`src/rtl/assert_macros.svh`:
```
`ifndef ASSERT_MACROS_SVH
`define ASSERT_MACROS_SVH

// Clocked assertion, disabled while reset is held.
`define GLR_ASSERT(label, prop, msg) \
  label: assert property (@(posedge clk) disable iff (!rst_n) (prop)) else $error(msg);

// Implication checked on every rising clock edge outside reset.
`define GLR_ASSERT_IMP(label, pre, post, msg) \
  label: assert property (@(posedge clk) disable iff (!rst_n) (pre) |-> (post)) \
    else $error(msg);

`endif

```
`src/rtl/glr_pkg.sv`:
```
`default_nettype none
package glr_pkg;

  localparam int unsigned MaxListLength = 65536;
  localparam int unsigned BadIdxCapInt  = (MaxListLength - 1 < 65535) ? MaxListLength - 1 : 65535;
  localparam logic [15:0] BadIdxCap     = 16'(BadIdxCapInt);
  localparam logic [15:0] CountMax      = 16'hFFFF;

  localparam logic [63:0] MinPattern    = 64'h8000_0000_0000_0000;

  localparam int unsigned QueueDepth    = 2;
  localparam int unsigned QueuePtrW     = (QueueDepth > 1) ? $clog2(QueueDepth) : 1;
  localparam int unsigned QueueCntW     = $clog2(QueueDepth + 1);

  localparam logic [1:0] StatusOk       = 2'd0;
  localparam logic [1:0] StatusType     = 2'd1;
  localparam logic [1:0] StatusOverflow = 2'd2;

  typedef enum logic [1:0] {
    OP_NONE,
    OP_LOAD,
    OP_FOLD
  } op_t;

  typedef struct packed {
    op_t         op;
    logic [63:0] operand;
    logic        lcm;
    logic        close;
    logic        cnt_zero;
    logic        cnt_one;
    logic        type_err;
    logic [15:0] bad_idx;
  } entry_t;

  typedef enum logic [2:0] {
    BK_IDLE,
    BK_EXEC,
    BK_GCD,
    BK_DIV,
    BK_MUL,
    BK_FIN
  } bk_state_t;

endpackage
`default_nettype wire

```
`src/rtl/glr_front.sv`:
```
`default_nettype none
module glr_front
  import glr_pkg::*;
(
  input  wire logic        clk,
  input  wire logic        rst_n,
  input  wire logic        acc_en,
  input  wire logic        command,
  input  wire logic [63:0] operand,
  input  wire logic        is_integer,
  input  wire logic        empty_marker,
  input  wire logic        last,
  output entry_t           entry
);

  logic [15:0] cnt_r, cnt_nxt;
  logic [15:0] fb_r, fb_nxt;
  logic        te_r, te_nxt;
  logic        mode_r, mode_nxt;

  always_comb begin
    cnt_nxt  = cnt_r;
    fb_nxt   = fb_r;
    te_nxt   = te_r;
    mode_nxt = mode_r;
    entry    = '0;
    entry.operand = operand;
    if (empty_marker) begin
      entry.op       = OP_NONE;
      entry.close    = 1'b1;
      entry.cnt_zero = (cnt_r == 16'd0);
      entry.cnt_one  = (cnt_r == 16'd1);
      entry.type_err = te_r;
      entry.bad_idx  = fb_r;
      entry.lcm      = mode_r;
    end else begin
      if (cnt_r == 16'd0) begin
        mode_nxt = command;
      end
      priority if (!is_integer) begin
        entry.op = OP_NONE;
        if (!te_r) begin
          te_nxt = 1'b1;
          fb_nxt = (cnt_r > BadIdxCap) ? BadIdxCap : cnt_r;
        end
      end else if (cnt_r == 16'd0) begin
        entry.op = OP_LOAD;
      end else if (!te_r) begin
        entry.op = OP_FOLD;
      end else begin
        entry.op = OP_NONE;
      end
      if (cnt_r != CountMax) begin
        cnt_nxt = cnt_r + 16'd1;
      end
      entry.close    = last;
      entry.cnt_zero = 1'b0;
      entry.cnt_one  = (cnt_nxt == 16'd1);
      entry.type_err = te_nxt;
      entry.bad_idx  = fb_nxt;
      entry.lcm      = mode_nxt;
    end
    if (entry.close) begin
      cnt_nxt  = '0;
      fb_nxt   = '0;
      te_nxt   = 1'b0;
      mode_nxt = 1'b0;
    end
  end

  always_ff @(posedge clk) begin
    if (!rst_n) begin
      cnt_r  <= '0;
      fb_r   <= '0;
      te_r   <= 1'b0;
      mode_r <= 1'b0;
    end else if (acc_en) begin
      cnt_r  <= cnt_nxt;
      fb_r   <= fb_nxt;
      te_r   <= te_nxt;
      mode_r <= mode_nxt;
    end
  end

endmodule
`default_nettype wire

```
`src/rtl/glr_queue.sv`:
```
`default_nettype none
module glr_queue
  import glr_pkg::*;
(
  input  wire logic   clk,
  input  wire logic   rst_n,
  input  wire logic   push,
  input  wire entry_t push_data,
  input  wire logic   pop,
  output entry_t      head,
  output logic        full,
  output logic        empty
);

  `include "assert_macros.svh"

  entry_t                 mem_r [QueueDepth];
  logic [QueuePtrW-1:0]   wp_r, rp_r;
  logic [QueueCntW-1:0]   cnt_r;

  assign full  = (cnt_r == QueueCntW'(QueueDepth));
  assign empty = (cnt_r == '0);
  assign head  = mem_r[rp_r];

  always_ff @(posedge clk) begin
    if (push) begin
      mem_r[wp_r] <= push_data;
    end
  end

  always_ff @(posedge clk) begin
    if (!rst_n) begin
      wp_r  <= '0;
      rp_r  <= '0;
      cnt_r <= '0;
    end else begin
      if (push) begin
        wp_r <= (wp_r == QueuePtrW'(QueueDepth - 1)) ? '0 : wp_r + 1'b1;
      end
      if (pop) begin
        rp_r <= (rp_r == QueuePtrW'(QueueDepth - 1)) ? '0 : rp_r + 1'b1;
      end
      cnt_r <= cnt_r + QueueCntW'(push) - QueueCntW'(pop);
    end
  end

  `GLR_ASSERT(a_cnt_bound, cnt_r <= QueueCntW'(QueueDepth), "queue count above depth")
  `GLR_ASSERT_IMP(a_no_overrun, push, !full || pop, "push into full queue")
  `GLR_ASSERT_IMP(a_no_underrun, pop, !empty, "pop from empty queue")

endmodule
`default_nettype wire

```
`src/rtl/glr_back.sv`:
```
`default_nettype none
module glr_back
  import glr_pkg::*;
(
  input  wire logic         clk,
  input  wire logic         rst_n,
  input  wire entry_t       head,
  input  wire logic         empty,
  output logic              pop,
  output logic              out_valid,
  input  wire logic         out_ready,
  output logic [63:0]       out_answer,
  output logic [1:0]        out_status,
  output logic [15:0]       out_bad_index
);

  `include "assert_macros.svh"

  bk_state_t    st_r, st_nxt;
  entry_t       cur_r, cur_nxt;
  logic [63:0]  acc_r, acc_nxt;
  logic         ovf_r, ovf_nxt;
  logic [63:0]  ma_r, ma_nxt, mb_r, mb_nxt;
  logic [63:0]  a_r, a_nxt, b_r, b_nxt;
  logic [5:0]   k_r, k_nxt;
  logic [63:0]  g_r, g_nxt;
  logic [63:0]  rem_r, rem_nxt, quo_r, quo_nxt;
  logic [5:0]   it_r, it_nxt;
  logic [127:0] prod_r, prod_nxt, qsh_r, qsh_nxt;
  logic         ov_r, ov_nxt;
  logic [63:0]  ans_r, ans_nxt;
  logic [1:0]   sts_r, sts_nxt;
  logic [15:0]  bi_r, bi_nxt;

  logic [64:0]  rem_sh;
  logic [63:0]  g_cmb;

  assign out_valid     = ov_r;
  assign out_answer    = ans_r;
  assign out_status    = sts_r;
  assign out_bad_index = bi_r;

  always_comb begin
    st_nxt   = st_r;
    cur_nxt  = cur_r;
    acc_nxt  = acc_r;
    ovf_nxt  = ovf_r;
    ma_nxt   = ma_r;
    mb_nxt   = mb_r;
    a_nxt    = a_r;
    b_nxt    = b_r;
    k_nxt    = k_r;
    g_nxt    = g_r;
    rem_nxt  = rem_r;
    quo_nxt  = quo_r;
    it_nxt   = it_r;
    prod_nxt = prod_r;
    qsh_nxt  = qsh_r;
    ov_nxt   = ov_r & ~out_ready;
    ans_nxt  = ans_r;
    sts_nxt  = sts_r;
    bi_nxt   = bi_r;
    pop      = 1'b0;
    rem_sh   = {rem_r, quo_r[63]};
    g_cmb    = (a_r | b_r) << k_r;
    unique case (st_r)
      BK_IDLE: begin
        if (!empty) begin
          pop     = 1'b1;
          cur_nxt = head;
          st_nxt  = BK_EXEC;
        end
      end
      BK_EXEC: begin
        st_nxt = BK_FIN;
        if (cur_r.op == OP_LOAD) begin
          acc_nxt = cur_r.operand;
        end else if (cur_r.op == OP_FOLD && !ovf_r) begin
          if (acc_r == MinPattern || cur_r.operand == MinPattern) begin
            ovf_nxt = 1'b1;
            acc_nxt = '0;
          end else begin
            ma_nxt = acc_r[63] ? 64'd0 - acc_r : acc_r;
            mb_nxt = cur_r.operand[63] ? 64'd0 - cur_r.operand : cur_r.operand;
            a_nxt  = ma_nxt;
            b_nxt  = mb_nxt;
            k_nxt  = '0;
            st_nxt = BK_GCD;
          end
        end
      end
      BK_GCD: begin
        priority if (a_r == '0 || b_r == '0) begin
          g_nxt = g_cmb;
          if (!cur_r.lcm) begin
            acc_nxt = g_cmb;
            st_nxt  = BK_FIN;
          end else if (ma_r == '0 || mb_r == '0) begin
            acc_nxt = '0;
            st_nxt  = BK_FIN;
          end else begin
            rem_nxt = '0;
            quo_nxt = ma_r;
            it_nxt  = '0;
            st_nxt  = BK_DIV;
          end
        end else if (!a_r[0] && !b_r[0]) begin
          a_nxt = a_r >> 1;
          b_nxt = b_r >> 1;
          k_nxt = k_r + 6'd1;
        end else if (!a_r[0]) begin
          a_nxt = a_r >> 1;
        end else if (!b_r[0]) begin
          b_nxt = b_r >> 1;
        end else if (a_r >= b_r) begin
          a_nxt = a_r - b_r;
        end else begin
          b_nxt = b_r - a_r;
        end
      end
      BK_DIV: begin
        if (rem_sh >= {1'b0, g_r}) begin
          rem_nxt = 64'(rem_sh - {1'b0, g_r});
          quo_nxt = {quo_r[62:0], 1'b1};
        end else begin
          rem_nxt = rem_sh[63:0];
          quo_nxt = {quo_r[62:0], 1'b0};
        end
        it_nxt = it_r + 6'd1;
        if (it_r == 6'd63) begin
          prod_nxt = '0;
          qsh_nxt  = {64'd0, quo_nxt};
          it_nxt   = '0;
          st_nxt   = BK_MUL;
        end
      end
      BK_MUL: begin
        if (mb_r[0]) begin
          prod_nxt = prod_r + qsh_r;
        end
        qsh_nxt = qsh_r << 1;
        mb_nxt  = mb_r >> 1;
        it_nxt  = it_r + 6'd1;
        if (it_r == 6'd63) begin
          if (|prod_nxt[127:63]) begin
            ovf_nxt = 1'b1;
            acc_nxt = '0;
          end else begin
            acc_nxt = prod_nxt[63:0];
          end
          st_nxt = BK_FIN;
        end
      end
      BK_FIN: begin
        if (!cur_r.close) begin
          st_nxt = BK_IDLE;
        end else if (!ov_r || out_ready) begin
          ov_nxt  = 1'b1;
          ans_nxt = '0;
          sts_nxt = StatusOk;
          bi_nxt  = '0;
          priority if (cur_r.cnt_zero) begin
            ans_nxt = '0;
          end else if (cur_r.type_err) begin
            sts_nxt = StatusType;
            bi_nxt  = cur_r.bad_idx;
          end else if (cur_r.cnt_one) begin
            ans_nxt = acc_r;
          end else if (ovf_r) begin
            sts_nxt = StatusOverflow;
          end else begin
            ans_nxt = acc_r;
          end
          acc_nxt = '0;
          ovf_nxt = 1'b0;
          st_nxt  = BK_IDLE;
        end
      end
      default: st_nxt = BK_IDLE;
    endcase
  end

  always_ff @(posedge clk) begin
    if (!rst_n) begin
      st_r  <= BK_IDLE;
      acc_r <= '0;
      ovf_r <= 1'b0;
      ov_r  <= 1'b0;
    end else begin
      st_r  <= st_nxt;
      acc_r <= acc_nxt;
      ovf_r <= ovf_nxt;
      ov_r  <= ov_nxt;
    end
  end

  always_ff @(posedge clk) begin
    cur_r  <= cur_nxt;
    ma_r   <= ma_nxt;
    mb_r   <= mb_nxt;
    a_r    <= a_nxt;
    b_r    <= b_nxt;
    k_r    <= k_nxt;
    g_r    <= g_nxt;
    rem_r  <= rem_nxt;
    quo_r  <= quo_nxt;
    it_r   <= it_nxt;
    prod_r <= prod_nxt;
    qsh_r  <= qsh_nxt;
    ans_r  <= ans_nxt;
    sts_r  <= sts_nxt;
    bi_r   <= bi_nxt;
  end

  `GLR_ASSERT_IMP(a_div_nonzero, st_r == BK_DIV, g_r != '0, "divide by zero gcd")
  `GLR_ASSERT_IMP(a_type_zero, ov_r && sts_r == StatusType, ans_r == '0,
                  "type error with nonzero answer")
  `GLR_ASSERT_IMP(a_pop_idle, pop, st_r == BK_IDLE, "pop outside idle")

endmodule
`default_nettype wire

```
`src/rtl/list_gcd_lcm_reducer.sv`:
```
// GCD / LCM list reducer.
// Input words arrive on in_valid/in_ready, one list element per word, with
// in_last marking the final element; a word with in_empty_marker set closes
// the list without adding an element. The mode is taken from the first
// element. One result word leaves on out_valid/out_ready per closed list.
// A front stage accepts each word while the queue is not full, tracks count,
// mode and the first non-integer index, and pushes it into a two-word queue. The
// back stage executes words one at a time: a load or skip passes through the
// execute and finish states, a GCD fold adds binary GCD steps, and an LCM fold
// adds restoring division and shift-add multiply after the GCD steps.
// The back stage takes the next word only after finishing the current one, so
// its iterative units set the throughput. A list's result follows the
// execution of its closing word and of any words queued ahead of it. Synchronous
// active-low reset empties the queue and clears all list state. If the
// receiver stalls, the result stays in the output register; the back stage
// waits only when a second result is ready, and input words keep entering
// until the queue fills.
`default_nettype none
module list_gcd_lcm_reducer
  import glr_pkg::*;
(
  input  wire logic        clk,
  input  wire logic        rst_n,
  input  wire logic        in_valid,
  output logic             in_ready,
  input  wire logic        in_command,
  input  wire logic [63:0] in_operand,
  input  wire logic        in_is_integer,
  input  wire logic        in_empty_marker,
  input  wire logic        in_last,
  output logic             out_valid,
  input  wire logic        out_ready,
  output logic [63:0]      out_answer,
  output logic [1:0]       out_status,
  output logic [15:0]      out_bad_index
);

  entry_t fe_entry, q_head;
  logic   q_full, q_empty, q_pop, in_acc;

  assign in_ready = !q_full;
  assign in_acc   = in_valid && in_ready;

  glr_front u_front (
    .clk          (clk),
    .rst_n        (rst_n),
    .acc_en       (in_acc),
    .command      (in_command),
    .operand      (in_operand),
    .is_integer   (in_is_integer),
    .empty_marker (in_empty_marker),
    .last         (in_last),
    .entry        (fe_entry)
  );

  glr_queue u_queue (
    .clk       (clk),
    .rst_n     (rst_n),
    .push      (in_acc),
    .push_data (fe_entry),
    .pop       (q_pop),
    .head      (q_head),
    .full      (q_full),
    .empty     (q_empty)
  );

  glr_back u_back (
    .clk           (clk),
    .rst_n         (rst_n),
    .head          (q_head),
    .empty         (q_empty),
    .pop           (q_pop),
    .out_valid     (out_valid),
    .out_ready     (out_ready),
    .out_answer    (out_answer),
    .out_status    (out_status),
    .out_bad_index (out_bad_index)
  );

endmodule
`default_nettype wire

```
`config.mk`:
```
export PLATFORM = sky130hd
export DESIGN_NAME = list_gcd_lcm_reducer
export DESIGN_NICKNAME = d
export VERILOG_FILES = /design/src/rtl/glr_pkg.sv /design/src/rtl/glr_front.sv /design/src/rtl/glr_queue.sv /design/src/rtl/glr_back.sv /design/src/rtl/list_gcd_lcm_reducer.sv
export VERILOG_INCLUDE_DIRS = /design/src /design/src/rtl
export SDC_FILE = /design/constraint.sdc
export NUM_CORES = 2
export LEC_CHECK = 0
export BUFFER_PORTS_ARGS = -buffer_cell sky130_fd_sc_hd__buf_2
export CORE_ASPECT_RATIO = 2
export CORE_MARGIN = 3
export CORE_UTILIZATION = 60
export CTS_BUF_LIST = sky130_fd_sc_hd__clkbuf_16
export DETAILED_ROUTE_END_ITERATION = 16
export PLACE_DENSITY = 0.79
export SLEW_MARGIN = 40
export SYNTH_ARGS = -nofsm -noshare
export SYNTH_HDL_FRONTEND = slang
export SYNTH_SLANG_ARGS = --single-unit
export TNS_END_PERCENT = 1
```
`constraint.sdc`:
```
create_clock -name clk -period 23.5 [get_ports clk]
set_input_delay 2.35 -clock clk [delete_from_list [all_inputs] [get_ports clk]]
set_output_delay 2.35 -clock clk [all_outputs]
set_load 0.02 [all_outputs]
```
==> results of run 1 <==
kinds of logic after synthesis:
kind of cell             share of synthesized area
flip-flops                                   0.442
buffers and inverters                       0.0439
multiplexers                                0.0572
XOR/XNOR                                    0.0459
AO/OA/AOI/OAI                                0.174
adder cells (fa/ha/maj)                     0.0647
AND/OR/NAND/NOR                              0.173
synth_stat cells (17+ instances only):
| master | n |
|---|---|
| a22o_1 | 30 |
| o21bai_1 | 95 |
| or4_1 | 28 |
| clkbuf_1 | 338 |
| a31oi_1 | 108 |
| and2_1 | 117 |
| mux2_2 | 116 |
| o21a_1 | 48 |
| xnor2_1 | 261 |
| a21boi_0 | 27 |
| nor2_1 | 851 |
| o21ai_0 | 432 |
| a221oi_1 | 109 |
| o22ai_1 | 24 |
| nand2b_1 | 51 |
| o21ai_1 | 17 |
| a221o_1 | 18 |
| nand2_1 | 979 |
| nor2b_1 | 64 |
| nor3_1 | 109 |
| o211ai_1 | 37 |
| inv_1 | 354 |
| mux4_2 | 54 |
| a211oi_1 | 72 |
| edfxtp_1 | 1059 |
| ha_1 | 391 |
| dfxtp_1 | 107 |
| o31ai_1 | 75 |
| a22oi_1 | 33 |
| mux2i_1 | 187 |
| xor2_1 | 142 |
| a21o_1 | 99 |
| or2_2 | 21 |
| a2111oi_0 | 17 |
| and3_1 | 109 |
| nand3_1 | 121 |
| or3_1 | 46 |
| o41ai_1 | 18 |
| nand4_1 | 143 |
| buf_1 | 50 |
| nor4_1 | 147 |
| a21oi_1 | 699 |
| buf_2 | 69 |
routing by layer:
layer  GRT overflow  GRT usage
met2            259      0.914
met3              7      0.446
met4            191      0.735
met5              1      0.109
met1              2      0.641
per-stage QoR:
step | std cells | cell area [sq um] | util | worst slack (ps) | hold WS, ps
after global placement | 9619 | 79000 | 0.621 | 15230 | 475
after detailed placement | 9628 | 79500 | 0.626 | 16580 | 491
after floorplan | 8128 | 76800 | - | 3170 | 461
after CTS | 9822 | 83100 | 0.654 | 16510 | 509
==> impl_metrics.ini, run 1 <==
[outcome]
status = aborted with a tool error
failing_step = 5_1_grt
error = [ERROR GRT-0116] Global routing finished with congestion. Check the congestion regions in the DRC Viewer.

[placement]
dp_hpwl_mm = 284
place_congestion = 1.23
portBuffers = 155

[floorplan]
die_h_microns = 512
rows = 185
ios = 156
fp.dieW_microns = 259
initial_utilization = 0.605

[yosys]
syn_inst = 8128
yosys-top-cells-area = edfxtp_1 41%, ha_1 6.4%, nand2_1 4.8%
synth_top_area_cell = edfxtp_1
synth_edf_count = 1059
avgSynthCellArea_sq_um = 9.45
synthesis.nets = 8595
async_flop_share = 0
synth_ff_type = edfxtp_1
synth_top_area_share = 0.414
yosysSeqAreaShare = 0.442
synth.distinct_cells = 105
yosysWarnings = 0
syn_area_sq_um = 76800
synth.ff_latch_count = 1166

[cts]
cts_root_buf = clkbuf_16
clockBufferDepth = 3
clkSinkCount = 1166
cts_resized = 0
post-cts-setup-buffers = 0
htreeDepth = 3
cts-buffers-inserted = 102
ctsHoldBuffers = 0

[global_routing]
grt_max_degree = 183
grt_pass1_wl_mm = 656
grtUsageTotal = 0.676
grt_pass1_vias = 81700
overflow = 460
==> run 2, diff against run 1 <==
--- a/config.mk
+++ b/config.mk
@@ -7,12 +7,10 @@
 export NUM_CORES = 2
 export LEC_CHECK = 0
 export BUFFER_PORTS_ARGS = -buffer_cell sky130_fd_sc_hd__buf_2
-export CORE_ASPECT_RATIO = 2
 export CORE_MARGIN = 3
-export CORE_UTILIZATION = 60
-export CTS_BUF_LIST = sky130_fd_sc_hd__clkbuf_16
+export CORE_UTILIZATION = 40
 export DETAILED_ROUTE_END_ITERATION = 16
-export PLACE_DENSITY = 0.79
+export PLACE_DENSITY_LB_ADDON = 0.15
 export SLEW_MARGIN = 40
 export SYNTH_ARGS = -nofsm -noshare
 export SYNTH_HDL_FRONTEND = slang
==> impl_metrics.ini, run 2 <==
[outcome]
status = finished, final reports clean

[yosys]
synth_edf_count = 1059
yosys-top-cells-area = edfxtp_1 41%, ha_1 6.4%, nand2_1 4.8%
synth_ff_type = edfxtp_1
yosysWarnings = 0
yosysSeqAreaShare = 0.442
synthesis.nets = 8595
synth.distinct_cells = 105
syn_area_sq_um = 76800
syn_inst = 8128
synth_commonest_cells = 1,059 x edfxtp_1, 979 x nand2_1, 851 x nor2_1
avgSynthCellArea_sq_um = 9.45
synth_top_area_cell = edfxtp_1
async_flop_share = 0
synth_most_common_cell = edfxtp_1
synth_top_area_share = 0.414
synth.ff_latch_count = 1166

[worst_setup_path]
critPathKind = reg -> reg
max_stage_delay_ps = 740
path_buf_inv = 1
path_max_fanout = 64
r2r_slack_ps = 16860
cp-end-kind = flop
crit_path_start_kind = flop
crit_path_frequent_cell = nand4_1
cp.arrival_ps = 7420
slowest_stage = nor4_2
required_ps = 24280
path_cells = ha_1 -> nand4_1 -> nor4_1 -> nand4_1 -> nor4_1 -> nand3_1 -> nand3_1 -> a21oi_1 -> xnor2_1 -> o2111ai_1 -> nor4_2 -> nand4_1 -> nor4_4 -> buf_4 -> and3_1 -> o221a_1
crit_family = simple AND/OR/NAND/NOR gates

[cts]
cts_root_buf = clkbuf_16
clockBufferDepth = 3
cts-buffers-inserted = 142
htreeDepth = 4
ctsHoldBuffers = 0
clkTransAtPathRegs_ps = 60
cts_tree = yes
post-cts-setup-buffers = 0
clkSinkCount = 1166
cts_resized = 0
insertion_delay_ps = 840

[drt]
ant_nets = 0
routed_via_density = 6.25
route.vias.total = 66800
wl_per_cell_microns = 30.6
drt_iter0_drc = 8268
firstDrtPassIters = 8
drt-total-wl_mm = 327
drcViolationCount = 0

[layout]
largest_reg_flops = 174
layout.nets = 8521
final_cell_area_sq_um = 84900
reg_top3 = u_queue.mem_r (174), u_back.prod_r (128), u_back.qsh_r (128)
drive_above_1_share = 0.0967
mostFrequentLayoutCells = 1,059 x edfxtp_1, 975 x nand2_1, 842 x nor2_1
regMostFlops = u_queue.mem_r
area_delta_synth_final_pct = 10.4
layout_commonest_cell = edfxtp_1
fillers = 18600
fin_cells = 10700

[power_and_ir_drop]
power_density_nw_per_um2 = 131
vdd_drop_max_mv = 0.0969
cellLeakagePower_nw = 31.8

[placement]
dpl_cell_area_sq_um = 80000
place_congestion = 1.06
dp_hpwl_mm = 256
portBuffers = 155
dpl.cell_count = 10400

[global_routing]
overflow = 0
grt_pass1_wl_mm = 461
grtUsageTotal = 0.320
grt_pass1_vias = 63000
grt_max_degree = 134
antenna_found_initial = 26

[floorplan]
core_sq_um = 191000
rows = 160
dieArea_sq_um = 197000
initial_utilization = 0.403
ios = 156
fp.dieW_microns = 444
die_h_microns = 444

[timing]
holdWs_ps = 494
skew_ps = 64.5
slew_headroom = 0.331
finalSetupViolations = 0
rsz0062_at_grt = false
worstMarginPinSlew_ps = 1000
setup_tns_ps = 0
fmax_mhz = 151
slew_viol_final = 0
final-hold-violation-count = 0
fin_crit_ps = 6640
timing.final.crit_share = 0.283

[hold_path]
min_path_type = reg -> reg

[job]
drv_cap = 0
run 2: cell counts after synthesis:
No cell type changed its count.
run 2: where the power goes:
group / switching [mW] / total (mW) / internal, mW
Sequential: 0.615 / 3.59 / 2.98
Combinational: 3.66 / 5.26 / 1.60
Clock: 0.978 / 2.26 / 1.28
run 2: worst paths after layout:
| check | startpoint | endpoint | cells after the start |
|---|---|---|---|
| max | u_back.prod_r[73] | u_back.acc_r[25] | 16 |
| min | u_front.fb_r[1] | u_front.fb_r[1] | 2 |
| max reg2reg | u_back.prod_r[73] | u_back.acc_r[25] | 16 |
| min reg2reg | u_front.fb_r[1] | u_front.fb_r[1] | 2 |
run 2: cell type report:
class	count	area, sq um	share of cell area
repair buffers	261	1720	0.0203
clock inverters	88	1050	0.0124
inverters	364	1370	0.0161
multi-input cells	6119	39900	0.470
flip-flops and latches	1166	33900	0.400
diodes	11	27.5	0.000324
clock buffers	171	3670	0.0433
well taps	2511	3140	0.0370
run 2: metrics by stage:
| step | util | worst slack, ps | total power [mW] |
|---|---|---|---|
| 2_1_floorplan | - | 3170 | 6.62 |
| 3_5_place_dp | 0.420 | 17160 | 8.68 |
| 6_report | 0.445 | 16860 | 11.1 |
| 4_1_cts | 0.445 | 17140 | 11.0 |
| 5_1_grt | 0.445 | 16740 | 11.5 |
| 3_3_place_gp | 0.418 | 16810 | 8.68 |
run 2: logic make-up after synthesis:
family,synth area share
AO/OA/AOI/OAI,0.174
flip-flops,0.442
multiplexers,0.0572
XOR/XNOR,0.0459
AND/OR/NAND/NOR,0.173
buffers and inverters,0.0439
adder cells (fa/ha/maj),0.0647
run 2: tightest hold or removal path: stages, from the launching register on:
cell and delay, ps:
dfxtp_1 320, a22oi_1 60, nor2_1 70
run 2: per-layer routing:
| metal | vias up | share of wire | track usage |
|---|---|---|---|
| li1 | 29800 | - | - |
| met1 | 33200 | 0.44 | 0.450 |
| met2 | 3279 | 0.42 | 0.469 |
| met3 | 585 | 0.086 | 0.0633 |
| met4 | 12 | 0.056 | 0.158 |
| met5 | - | 0.0010 | 0.0105 |
Note: power is estimated with default switching activity, not from simulation.
